## src/hdl/sormr_pkg.sv

```systemverilog
// Shared constants, types and helpers for the spiral-order matrix reader.
`default_nettype none
package sormr_pkg;

    localparam int MAX_DIM     = 8;
    localparam int DATA_W      = 32;
    localparam int DIM_W       = 4;
    localparam int IDX_W       = $clog2(MAX_DIM);
    localparam int STORE_DEPTH = MAX_DIM * MAX_DIM;
    localparam int ADDR_W      = $clog2(STORE_DEPTH);
    localparam int CNT_W       = ADDR_W + 1;

    // configuration register indexes
    localparam logic CFG_ROW_COUNT = 1'b0;
    localparam logic CFG_COL_COUNT = 1'b1;

    typedef enum logic {
        ST_IDLE,
        ST_EMIT
    } ctrl_state_t;

    typedef enum logic [1:0] {
        DIR_RIGHT,
        DIR_DOWN,
        DIR_LEFT,
        DIR_UP
    } walk_dir_t;

    typedef struct packed {
        logic load;       // store the incoming element
        logic emit_init;  // arm the spiral walker
        logic read_step;  // read one element and advance
    } sormr_cmd_t;

    typedef struct packed {
        logic fill_done;  // incoming element completes the matrix
        logic final_read; // walker sits on the last spiral position
    } sormr_status_t;

    // zero acts as one, anything above MAX_DIM acts as MAX_DIM
    function automatic logic [DIM_W-1:0] eff_dim(input logic [DIM_W-1:0] v);
        logic [DIM_W-1:0] d;
        if (v == '0)
            d = DIM_W'(1);
        else if (v > DIM_W'(MAX_DIM))
            d = DIM_W'(MAX_DIM);
        else
            d = v;
        return d;
    endfunction

endpackage
`default_nettype wire

```

## src/hdl/sormr_ram.sv

```systemverilog
// Generic single-write, single-read RAM with registered read data.
`default_nettype none
module sormr_ram #(
    parameter int WIDTH = 32,
    parameter int DEPTH = 64
) (
    input  wire logic                     clk,
    input  wire logic                     we,
    input  wire logic [$clog2(DEPTH)-1:0] waddr,
    input  wire logic [WIDTH-1:0]         wdata,
    input  wire logic                     re,
    input  wire logic [$clog2(DEPTH)-1:0] raddr,
    output logic      [WIDTH-1:0]         rdata
);

    logic [WIDTH-1:0] mem [DEPTH];
    logic [WIDTH-1:0] rdata_reg;

    always_ff @(posedge clk)
    begin
        if (we)
        begin
            mem[waddr] <= wdata;
        end
        if (re)
        begin
            rdata_reg <= mem[raddr];
        end
    end

    assign rdata = rdata_reg;

endmodule
`default_nettype wire

```

## src/hdl/sormr_ctrl.sv

```systemverilog
// Controller: load / emit sequencing state machine.
`default_nettype none
module sormr_ctrl
    import sormr_pkg::*;
(
    input  wire logic          clk,
    input  wire logic          rst_n,
    input  wire logic          start,
    input  wire sormr_status_t status,
    output sormr_cmd_t         cmd,
    output logic               busy
);

    ctrl_state_t state_reg;
    ctrl_state_t state_next;

    always_ff @(posedge clk or negedge rst_n)
    begin
        if (!rst_n)
            state_reg <= ST_IDLE;
        else
            state_reg <= state_next;
    end

    always_comb
    begin
        state_next = state_reg;
        cmd        = '0;
        busy       = 1'b0;
        unique case (state_reg)
            ST_IDLE:
            begin
                if (start)
                begin
                    cmd.load = 1'b1;
                    if (status.fill_done)
                    begin
                        cmd.emit_init = 1'b1;
                        state_next    = ST_EMIT;
                    end
                end
            end
            ST_EMIT:
            begin
                busy          = 1'b1;
                cmd.read_step = 1'b1;
                if (status.final_read)
                    state_next = ST_IDLE;
            end
            default:
            begin
                state_next = ST_IDLE;
            end
        endcase
    end

endmodule
`default_nettype wire

```

## src/hdl/sormr_dp.sv

```systemverilog
// Datapath: config registers, load counter, element store and spiral walker.
`default_nettype none
module sormr_dp
    import sormr_pkg::*;
(
    input  wire logic                clk,
    input  wire logic                rst_n,
    input  wire logic                cfg_write,
    input  wire logic                cfg_index,
    input  wire logic [DIM_W-1:0]    cfg_data,
    input  wire logic [DATA_W-1:0]   element_value,
    input  wire sormr_cmd_t          cmd,
    output sormr_status_t            status,
    output logic                     out_valid,
    output logic signed [DATA_W-1:0] out_value,
    output logic                     is_last
);

    logic [DIM_W-1:0] row_count_reg;
    logic [DIM_W-1:0] col_count_reg;
    logic [DIM_W-1:0] rows;
    logic [DIM_W-1:0] cols;
    logic [CNT_W-1:0] total;

    logic [CNT_W-1:0] load_cnt_reg;
    logic [CNT_W-1:0] load_cnt_next;
    logic [CNT_W-1:0] load_cnt_inc;

    logic [IDX_W-1:0] r_reg, c_reg, top_reg, bottom_reg, left_reg, right_reg;
    logic [IDX_W-1:0] r_next, c_next, top_next, bottom_next, left_next, right_next;
    walk_dir_t        dir_reg, dir_next;
    logic [ADDR_W-1:0] k_reg, k_next;

    logic [CNT_W-1:0]  lin_addr;
    logic              rd_valid_reg;
    logic              last_reg;
    logic [DATA_W-1:0] rdata;

    assign rows  = eff_dim(row_count_reg);
    assign cols  = eff_dim(col_count_reg);
    assign total = CNT_W'(rows) * CNT_W'(cols);

    // configuration
    always_ff @(posedge clk or negedge rst_n)
    begin
        if (!rst_n)
        begin
            row_count_reg <= DIM_W'(1);
            col_count_reg <= DIM_W'(1);
        end
        else if (cfg_write)
        begin
            if (cfg_index == CFG_ROW_COUNT)
                row_count_reg <= cfg_data;
            else
                col_count_reg <= cfg_data;
        end
    end

    // load counter
    assign load_cnt_inc     = load_cnt_reg + CNT_W'(1);
    assign status.fill_done = (load_cnt_inc >= total);

    always_comb
    begin
        load_cnt_next = load_cnt_reg;
        if (cmd.load)
            load_cnt_next = status.fill_done ? '0 : load_cnt_inc;
    end

    always_ff @(posedge clk or negedge rst_n)
    begin
        if (!rst_n)
            load_cnt_reg <= '0;
        else
            load_cnt_reg <= load_cnt_next;
    end

    // spiral walker: move along the current edge, turn and shrink the ring
    // at its corner; the element count ends the walk
    assign status.final_read = ({1'b0, k_reg} == (total - CNT_W'(1)));

    always_comb
    begin
        r_next      = r_reg;
        c_next      = c_reg;
        top_next    = top_reg;
        bottom_next = bottom_reg;
        left_next   = left_reg;
        right_next  = right_reg;
        dir_next    = dir_reg;
        k_next      = k_reg;
        if (cmd.emit_init)
        begin
            r_next      = '0;
            c_next      = '0;
            top_next    = '0;
            left_next   = '0;
            bottom_next = IDX_W'(rows - DIM_W'(1));
            right_next  = IDX_W'(cols - DIM_W'(1));
            dir_next    = DIR_RIGHT;
            k_next      = '0;
        end
        else if (cmd.read_step)
        begin
            k_next = k_reg + ADDR_W'(1);
            unique case (dir_reg)
                DIR_RIGHT:
                begin
                    if (c_reg == right_reg)
                    begin
                        top_next = top_reg + IDX_W'(1);
                        r_next   = r_reg + IDX_W'(1);
                        dir_next = DIR_DOWN;
                    end
                    else
                        c_next = c_reg + IDX_W'(1);
                end
                DIR_DOWN:
                begin
                    if (r_reg == bottom_reg)
                    begin
                        right_next = right_reg - IDX_W'(1);
                        c_next     = c_reg - IDX_W'(1);
                        dir_next   = DIR_LEFT;
                    end
                    else
                        r_next = r_reg + IDX_W'(1);
                end
                DIR_LEFT:
                begin
                    if (c_reg == left_reg)
                    begin
                        bottom_next = bottom_reg - IDX_W'(1);
                        r_next      = r_reg - IDX_W'(1);
                        dir_next    = DIR_UP;
                    end
                    else
                        c_next = c_reg - IDX_W'(1);
                end
                DIR_UP:
                begin
                    if (r_reg == top_reg)
                    begin
                        left_next = left_reg + IDX_W'(1);
                        c_next    = c_reg + IDX_W'(1);
                        dir_next  = DIR_RIGHT;
                    end
                    else
                        r_next = r_reg - IDX_W'(1);
                end
                default:
                begin
                    dir_next = DIR_RIGHT;
                end
            endcase
        end
    end

    always_ff @(posedge clk or negedge rst_n)
    begin
        if (!rst_n)
        begin
            dir_reg      <= DIR_RIGHT;
            k_reg        <= '0;
            rd_valid_reg <= 1'b0;
            last_reg     <= 1'b0;
        end
        else
        begin
            dir_reg      <= dir_next;
            k_reg        <= k_next;
            rd_valid_reg <= cmd.read_step;
            last_reg     <= cmd.read_step & status.final_read;
        end
    end

    always_ff @(posedge clk)
    begin
        r_reg      <= r_next;
        c_reg      <= c_next;
        top_reg    <= top_next;
        bottom_reg <= bottom_next;
        left_reg   <= left_next;
        right_reg  <= right_next;
    end

    // row-major address r * cols + c, always below the store depth
    assign lin_addr = CNT_W'(r_reg) * CNT_W'(cols) + CNT_W'(c_reg);

    sormr_ram #(
        .WIDTH (DATA_W),
        .DEPTH (STORE_DEPTH)
    ) u_store (
        .clk   (clk),
        .we    (cmd.load),
        .waddr (load_cnt_reg[ADDR_W-1:0]),
        .wdata (element_value),
        .re    (cmd.read_step),
        .raddr (lin_addr[ADDR_W-1:0]),
        .rdata (rdata)
    );

    assign out_valid = rd_valid_reg;
    assign out_value = rdata;
    assign is_last   = last_reg;

endmodule
`default_nettype wire

```

## src/hdl/spiral_order_matrix_reader_unit.sv

```systemverilog
// Top level of the spiral-order matrix reader.
// Load: one element per cycle while busy is low; a start that does not complete
//   the matrix produces no result.
// Emit: the completing transfer raises busy, one store read per cycle on the single
//   RAM read port while busy is high; results follow from the registered read, one
//   per cycle, the last flagged by is_last.
// After the completing transfer, no start is taken until busy falls.
// Reset (rst_n, async low): idle, load count zero, both dimensions one;
//   store contents undefined. The receiver cannot stall results.
`default_nettype none
module spiral_order_matrix_reader_unit
    import sormr_pkg::*;
(
    input  wire logic                     clk,
    input  wire logic                     rst_n,
    // configuration write port
    input  wire logic                     cfg_write,
    input  wire logic                     cfg_index,
    input  wire logic [DIM_W-1:0]         cfg_data,
    // command side: transfer when start is high and busy is low
    input  wire logic                     start,
    output logic                          busy,
    input  wire logic signed [DATA_W-1:0] element_value,
    // result side: one transfer per cycle that out_valid is high
    output logic                          out_valid,
    output logic signed [DATA_W-1:0]      out_value,
    output logic                          is_last
);

    sormr_cmd_t    cmd;
    sormr_status_t status;

    // sequencing: idle/load, then one spiral read per cycle
    sormr_ctrl u_ctrl (
        .clk    (clk),
        .rst_n  (rst_n),
        .start  (start),
        .status (status),
        .cmd    (cmd),
        .busy   (busy)
    );

    // storage, counters and the ring-shrinking address walker
    sormr_dp u_dp (
        .clk           (clk),
        .rst_n         (rst_n),
        .cfg_write     (cfg_write),
        .cfg_index     (cfg_index),
        .cfg_data      (cfg_data),
        .element_value (element_value),
        .cmd           (cmd),
        .status        (status),
        .out_valid     (out_valid),
        .out_value     (out_value),
        .is_last       (is_last)
    );

endmodule
`default_nettype wire

```

## config.mk

```make
export PLATFORM = sky130hd
export DESIGN_NAME = spiral_order_matrix_reader_unit
export DESIGN_NICKNAME = d
export VERILOG_FILES = /design/src/hdl/sormr_pkg.sv /design/src/hdl/sormr_ram.sv /design/src/hdl/sormr_ctrl.sv /design/src/hdl/sormr_dp.sv /design/src/hdl/spiral_order_matrix_reader_unit.sv
export SDC_FILE = /design/constraint.sdc
export NUM_CORES = 2
export LEC_CHECK = 0
export BUFFER_PORTS_ARGS = -buffer_cell sky130_fd_sc_hd__buf_2
export CELL_PAD_IN_SITES_DETAIL_PLACEMENT = 0
export CELL_PAD_IN_SITES_GLOBAL_PLACEMENT = 1
export CORE_MARGIN = 4
export CORE_UTILIZATION = 40
export CTS_BUF_LIST = sky130_fd_sc_hd__clkbuf_8
export DETAILED_ROUTE_END_ITERATION = 6
export PLACE_DENSITY_LB_ADDON = 0.1
export RECOVER_POWER = 100
export SYNTH_ARGS = -nofsm -noshare
export SYNTH_HDL_FRONTEND = slang
export SYNTH_SLANG_ARGS = --single-unit
```

## constraint.sdc

```tcl
create_clock -name clk -period 4.8 [get_ports clk]
set_input_delay 0.96 -clock clk [delete_from_list [all_inputs] [get_ports clk]]
set_output_delay 0.96 -clock clk [all_outputs]
set_load 0.005 [all_outputs]
```

; Word-level counts from Yosys, hierarchy flattened
; Memories as Yosys holds them, arrays and structs flattened. A register that Yosys moved wholly into a read port is not among the register bits.
; Index checks and enable logic that the tools add are counted.
[totals]
mem_bits_rw = 2048
latchBits = 0
rom_bits = 0
output_inout_bits = 35
input_bits = 41
elab_cells = 115
mem_count = 1
reg_bits = 44
[memory_table]
columns = memory, depth, word_bits, read_ports, rd_ports_with_merged_regs, wr, line_no
row1 = u_dp.u_store.mem, 64, 32, 1, 1, 1, sormr_ram.sv:16  ; logic [WIDTH-1:0] mem [DEPTH];
[classes]
n_addsub = 14
n_lt_le_gt_ge = 3
div_mod_pow = 0
n_shift = 0
mux = 41
reduce_logical = 17
eq_ne = 20
bitwise_logic = 3
multipliers = 2
[op_table]
columns = op, n
row1 = $mux 3, 16
row2 = $pmux 3 s4, 2
row3 = $sub 3x1->3 const B, 6
row4 = $mux 2, 8
row5 = $mux 4, 4
row6 = $reduce_and 5->1, 3
row7 = $add 3x1->3 const B, 4
row8 = $eq 3x3->1, 4
row9 = $mux 6, 2
row10 = $ne 3x2->1 const B, 4
row11 = $reduce_and 3->1, 4
row12 = $reduce_bool 2->1, 5
row13 = $gt 4x4->1 const B, 2
row14 = $logic_not 4->1, 2
row15 = $ne 2x1->1 const B, 4
row16 = $ne 2x2->1 const B, 4
row17 = $pmux 2 s4, 1
row18 = $add 7x1->7 const B, 1
row19 = $eq 6x7->1, 1
row20 = $ge 7x7->1, 1
row21 = $mul 4x4->7, 1
row22 = $mux 7, 1
row23 = $sub 7x1->7 const B, 1
row24 = $add 6x1->6 const B, 1
row25 = 10 further kinds, 18

; Longest topological paths before layout
[depth]
word_depth = 10
depth_mapped = 20

; Cells and area by module
; A second synthesis with hierarchy kept.
[hier_totals]
cells_unflattened = 3675
hier_area_um2 = 82231.4
[modules_own_cells]
columns = mod, n_inst, cells_each, area_per_inst_um2
row1 = sormr_ram, 1, 3324, 78835.6
row2 = sormr_dp, 1, 345, 3339.5
row3 = sormr_ctrl, 1, 6, 56.3

; Least setup slack after synthesis
; OpenSTA, ideal clock, no wires.
[synth_path]
path_type = flip-flop to flip-flop
start = reg u_dp.col_count_reg[3]
end = reg u_dp.right_reg[2], data pin
synth_period_minus_slack_ns = 4.790
setup_time_ns = 0.130
setup_slack_ns = 0.010
stages_incl_launch_ff = 19
t_required_ns = 4.670
arrival_ns = 4.660
path_cell_list = dfrtp_1 > clkbuf_1 > inv_1 > nor3_1 > fa_1 > fa_1 > fa_1 > xnor2_1 > ha_1 > a21oi_1 > o21ai_0 > a211oi_2 > nor2_2 > buf_2 > mux2i_1 > ha_1 > nand2b_1 > a211o_1 > nand2_1
[synth_via]
elab_chain_cells = 9
word_cells_on_any_way = 11
[synth_lines]
columns = item, line_no
row1 = from (decl), sormr_dp.sv:20  ; logic [DIM_W-1:0] col_count_reg;
row2 = from (signal assigned), sormr_dp.sv:56  ; col_count_reg <= cfg_data;
row3 = $gt 4x4->1, sormr_pkg.sv:45  ; else if (v > DIM_W'(MAX_DIM))
row4 = $mux 4, sormr_pkg.sv:45
row5 = $mux 4 (*), sormr_pkg.sv:43  ; if (v == '0)
row6 = $mul 4x4->7, sormr_dp.sv:41  ; assign total = CNT_W'(rows) * CNT_W'(cols);
row7 = $ge 7x7->1, sormr_dp.sv:62  ; assign status.fill_done = (load_cnt_inc >= total);
row8 = $mux 1, sormr_ctrl.sv:36  ; if (status.fill_done)
row9 = $mux 2, sormr_ctrl.sv:33  ; if (start)
row10 = $mux 2, sormr_ctrl.sv:30  ; unique case (state_reg)
row11 = $mux 3 (*), sormr_dp.sv:93  ; if (cmd.emit_init)
row12 = net u_dp.right_next[2], sormr_dp.sv:30  ; logic [IDX_W-1:0] r_next, c_next, top_next, bottom_next, left_next, right_next;
row13 = to (signal assigned), sormr_dp.sv:185  ; right_reg <= right_next;
row14 = to (decl), sormr_dp.sv:29  ; logic [IDX_W-1:0] r_reg, c_reg, top_reg, bottom_reg, left_reg, right_reg;
; The timed path passes the listed nets; every way through them passes the cells marked *.
; A chain may end at the register's enable or synchronous reset.

; Worst setup path after layout
[layout_path]
start = reg u_dp.col_count_reg[3]
end = reg u_dp.u_store.rdata_reg[7], in the netlist u_dp.u_store.rdata[7] (read register of u_dp.u_store.mem), data pin
[layout_via]
elab_chain_cells = 5
word_cells_on_any_way = 6
[layout_lines]
columns = item, line_no
row1 = $gt 4x4->1, sormr_pkg.sv:45
row2 = $mux 4, sormr_pkg.sv:45
row3 = $mux 4 (*), sormr_pkg.sv:43
row4 = $mul 3x4->6 (*), sormr_dp.sv:189  ; assign lin_addr = CNT_W'(r_reg) * CNT_W'(cols) + CNT_W'(c_reg);
row5 = $add 6x3->6 (*), sormr_dp.sv:189
row6 = to (decl), sormr_ram.sv:17  ; logic [WIDTH-1:0] rdata_reg;
; Mark *: on every way between the ends. The rest lies on a longest branch, timed or not.

==> results.cfg <==
[pwr]
ir_drop_uv = 609
power.leakage_uw = 0.0310
finalPower_uw = 71700
powerDensity_nw_per_um2 = 750

[worst_setup_path]
cp_data_required_time_ns = 5.71
rr_worst_depth = 17
startpoint_type = flop
worstSetupPathType = reg -> reg
reg2reg_to = u_dp.u_store.rdata[7]$_DFFE_PP_
crit_family = adder cells
crit_start = u_dp.col_count_reg[3]$_DFFE_PN0P_
worst-path-buf-inv = 6
cp-endpoint = u_dp.u_store.rdata[7]$_DFFE_PP_
cp_slowest_cell = fa_2
path_depth = 17
arrival_ns = 5.57
crit_fanout = 8
reg2reg_slack_ns = 0.14
path_cells = buf_4 > nor2_2 > and2_1 > fa_1 > inv_2 > fa_2 > inv_1 > ha_1 > a21o_1 > a21oi_4 > xnor2_4 > buf_4 > buf_4 > buf_4 > nand2_1 > a32oi_1 > and4_1
crit_top_cell = buf_4
setup.worst_path.end_class = flop
crit_path_max_incr_delay_ns = 0.55
regToRegStartpoint = u_dp.col_count_reg[3]$_DFFE_PN0P_

[hold_path]
min_from = cfg_data[1]
hold_class = in -> reg

[place]
place_ws_ns = -0.446
place_congestion = 0.757
dpl.hpwl_um = 138000
place_inst = 6662
port_buffers = 75
dpl-instance-area_um2 = 89600

[floorplanning]
ios = 76
chipHeight_um = 463
rows = 166
initial_core_util_pct = 40.4
die-area_um2 = 214000
core-area_um2 = 205000
die_x_um = 463

[yosys]
synthCells = 3749
synth_area_um2 = 82800
synth-edff-count = 2086
ys.warnings.count = 0
post_synth.cell_area_avg_um2 = 22.1
yosysSeqAreaShare_pct = 76.7
ys_seq_elements = 2124
syn_nets = 3838
async_flop_share_pct = 1.22
ys.flop_type = edfxtp_1
ys_types = 69

[sta]
setup_viol = 0
period_needed_ns = 4.66
timing.final.ws_setup_ns = 0.136
hold_ws_ns = 0.206
finalMaxSlewViolations = 3172
max_freq_mhz = 214
skew_ns = 0.0717
period_share_pct = 97.2
worst_slew_pin_slew_ns = 3.48
hold_violations = 0
relSlewSlack_pct = -132

[global_routing]
overflow = 0
grt_pass1_wl_um = 334000
grt_usage_pct = 22.1
grt_max_degree = 65
antenna_found_initial = 14
grt_pass1_vias = 42800

[cts]
ctsLongestPathBuffers = 4
cts-buffers-inserted = 377
cts-root-buf = clkbuf_8
clk_transition_reported_paths_ns = 0.05
clkLatencyLatePin_ns = 1.06
clock-sinks = 2124
htreeDepth = 5
tritoncts = built

[cells_and_area]
final_common_cell = edfxtp_1
final_cell_mix = edfxtp_1, mux4_2, clkbuf_8, nand2_1, buf_4
final_area_um2 = 95600
fillers = 17400
largest_register_ffs = 2048
final_layout_size_suffix_gt1_share_pct = 30.0
instances_no_fill = 7334
final_net_count = 4452
regArea_um2 = 63500
multiInputGateArea_um2 = 18700
syn2layout_area_growth_pct = 15.4

[routing]
wl_um = 239000
final_antenna_net_count = 0
drc = 0
viasPerCell = 5.64
post_drt_wl_per_cell_um = 32.6
drt_iter0_markers = 3940
vias = 41300
dr.pass1.iters = 5

[status]
run_status = finished, violations left
violations = capacitance limit, slew limit

[run]
cap_violations = 81
[logic make-up (layout without fill, tap and decap cells)]
logic type	count (synthesis)	in the layout	synth area share [%]
AND/OR/NAND/NOR	454	454	2.49
other	0	11	0
buffers and inverters	215	1101	1.41
flip-flops	2124	2124	76.7
XOR/XNOR	51	51	0.606
multiplexers	663	663	16.0
AO/OA/AOI/OAI	194	194	1.94
adder cells (fa/ha/maj)	48	48	0.816
[where the power goes]
part           internal, uW  total, uW  switching [uW]
registers             21100      21600             460
logic                 16400      35200           18700
clock network          7710      14900            7230
total                 45300      71700           26400
[through the flow]
| stage | utilization [%] | TNS, ns |
|---|---|---|
| 6_report | 46.6 | 0 |
| 5_1_grt | 46.6 | -0.00369 |
| 4_1_cts | 46.9 | 0 |
| 3_5_place_dp | 43.7 | -1.43 |
| 3_3_place_gp | 43.7 | -2.09 |
| 2_1_floorplan | - | 0 |
[cell type report]
cell class	instances	area share [%]
Sequential cell	2124	66.5
Multi-Input combinational cell	1410	19.5
Clock buffer	382	5.50
Tap cell	2688	3.52
Timing Repair Buffer	429	3.52
Clock inverter	269	1.33
Inverter	21	0.0825
Antenna cell	11	0.0288
[cells in the mapped netlist (19+ instances only)]
| cell | number | area share [%] |
|---|---|---|
| a32oi_1 | 90 | 0.95 |
| and4_1 | 20 | 0.21 |
| buf_2 | 61 | 0.37 |
| buf_4 | 48 | 0.44 |
| clkbuf_1 | 62 | 0.28 |
| dfrtp_1 | 24 | 0.73 |
| edfxtp_1 | 2086 | 76 |
| ha_1 | 38 | 0.57 |
| inv_1 | 21 | 0.095 |
| mux2_2 | 22 | 0.30 |
| mux2i_1 | 117 | 1.4 |
| mux4_2 | 512 | 14 |
| nand2_1 | 226 | 1.0 |
| nor2_1 | 99 | 0.45 |
| nor2b_1 | 19 | 0.14 |
| xnor2_1 | 28 | 0.30 |
[worst min path at each step]
stage | endpoint | cells after the start
floorplan | u_dp.load_cnt_reg[6]$_DFFE_PN0P_ | 1
global placement | u_dp.load_cnt_reg[6]$_DFFE_PN0P_ | 1
detailed placement | u_dp.load_cnt_reg[6]$_DFFE_PN0P_ | 1
CTS | u_dp.col_count_reg[1]$_DFFE_PN0P_ | 2
global route | u_dp.row_count_reg[3]$_DFFE_PN0P_ | 2
finish | u_dp.row_count_reg[1]$_DFFE_PN0P_ | 2
[routing by layer]
layer	part of all wire (%)	wire (um)	GRT usage, %	vias to the layer above
li1	-	-	-	17100
met1	44	104000	31.4	22500
met2	48	116000	35.8	1407
met3	5.8	14000	3.70	386
met4	2.3	5470	5.47	2
met5	0.0046	11	0	-
[what timing repair did]
action,in CTS,in global routing
gates cloned,0,2
buffers inserted,4,3
pin swaps,2,4
gates resized for setup,11,45
endpoints found under the hold margin,24,0
setup endpoints to repair,19,31
hold buffers,1,0
(Power assumes the default switching activity.)
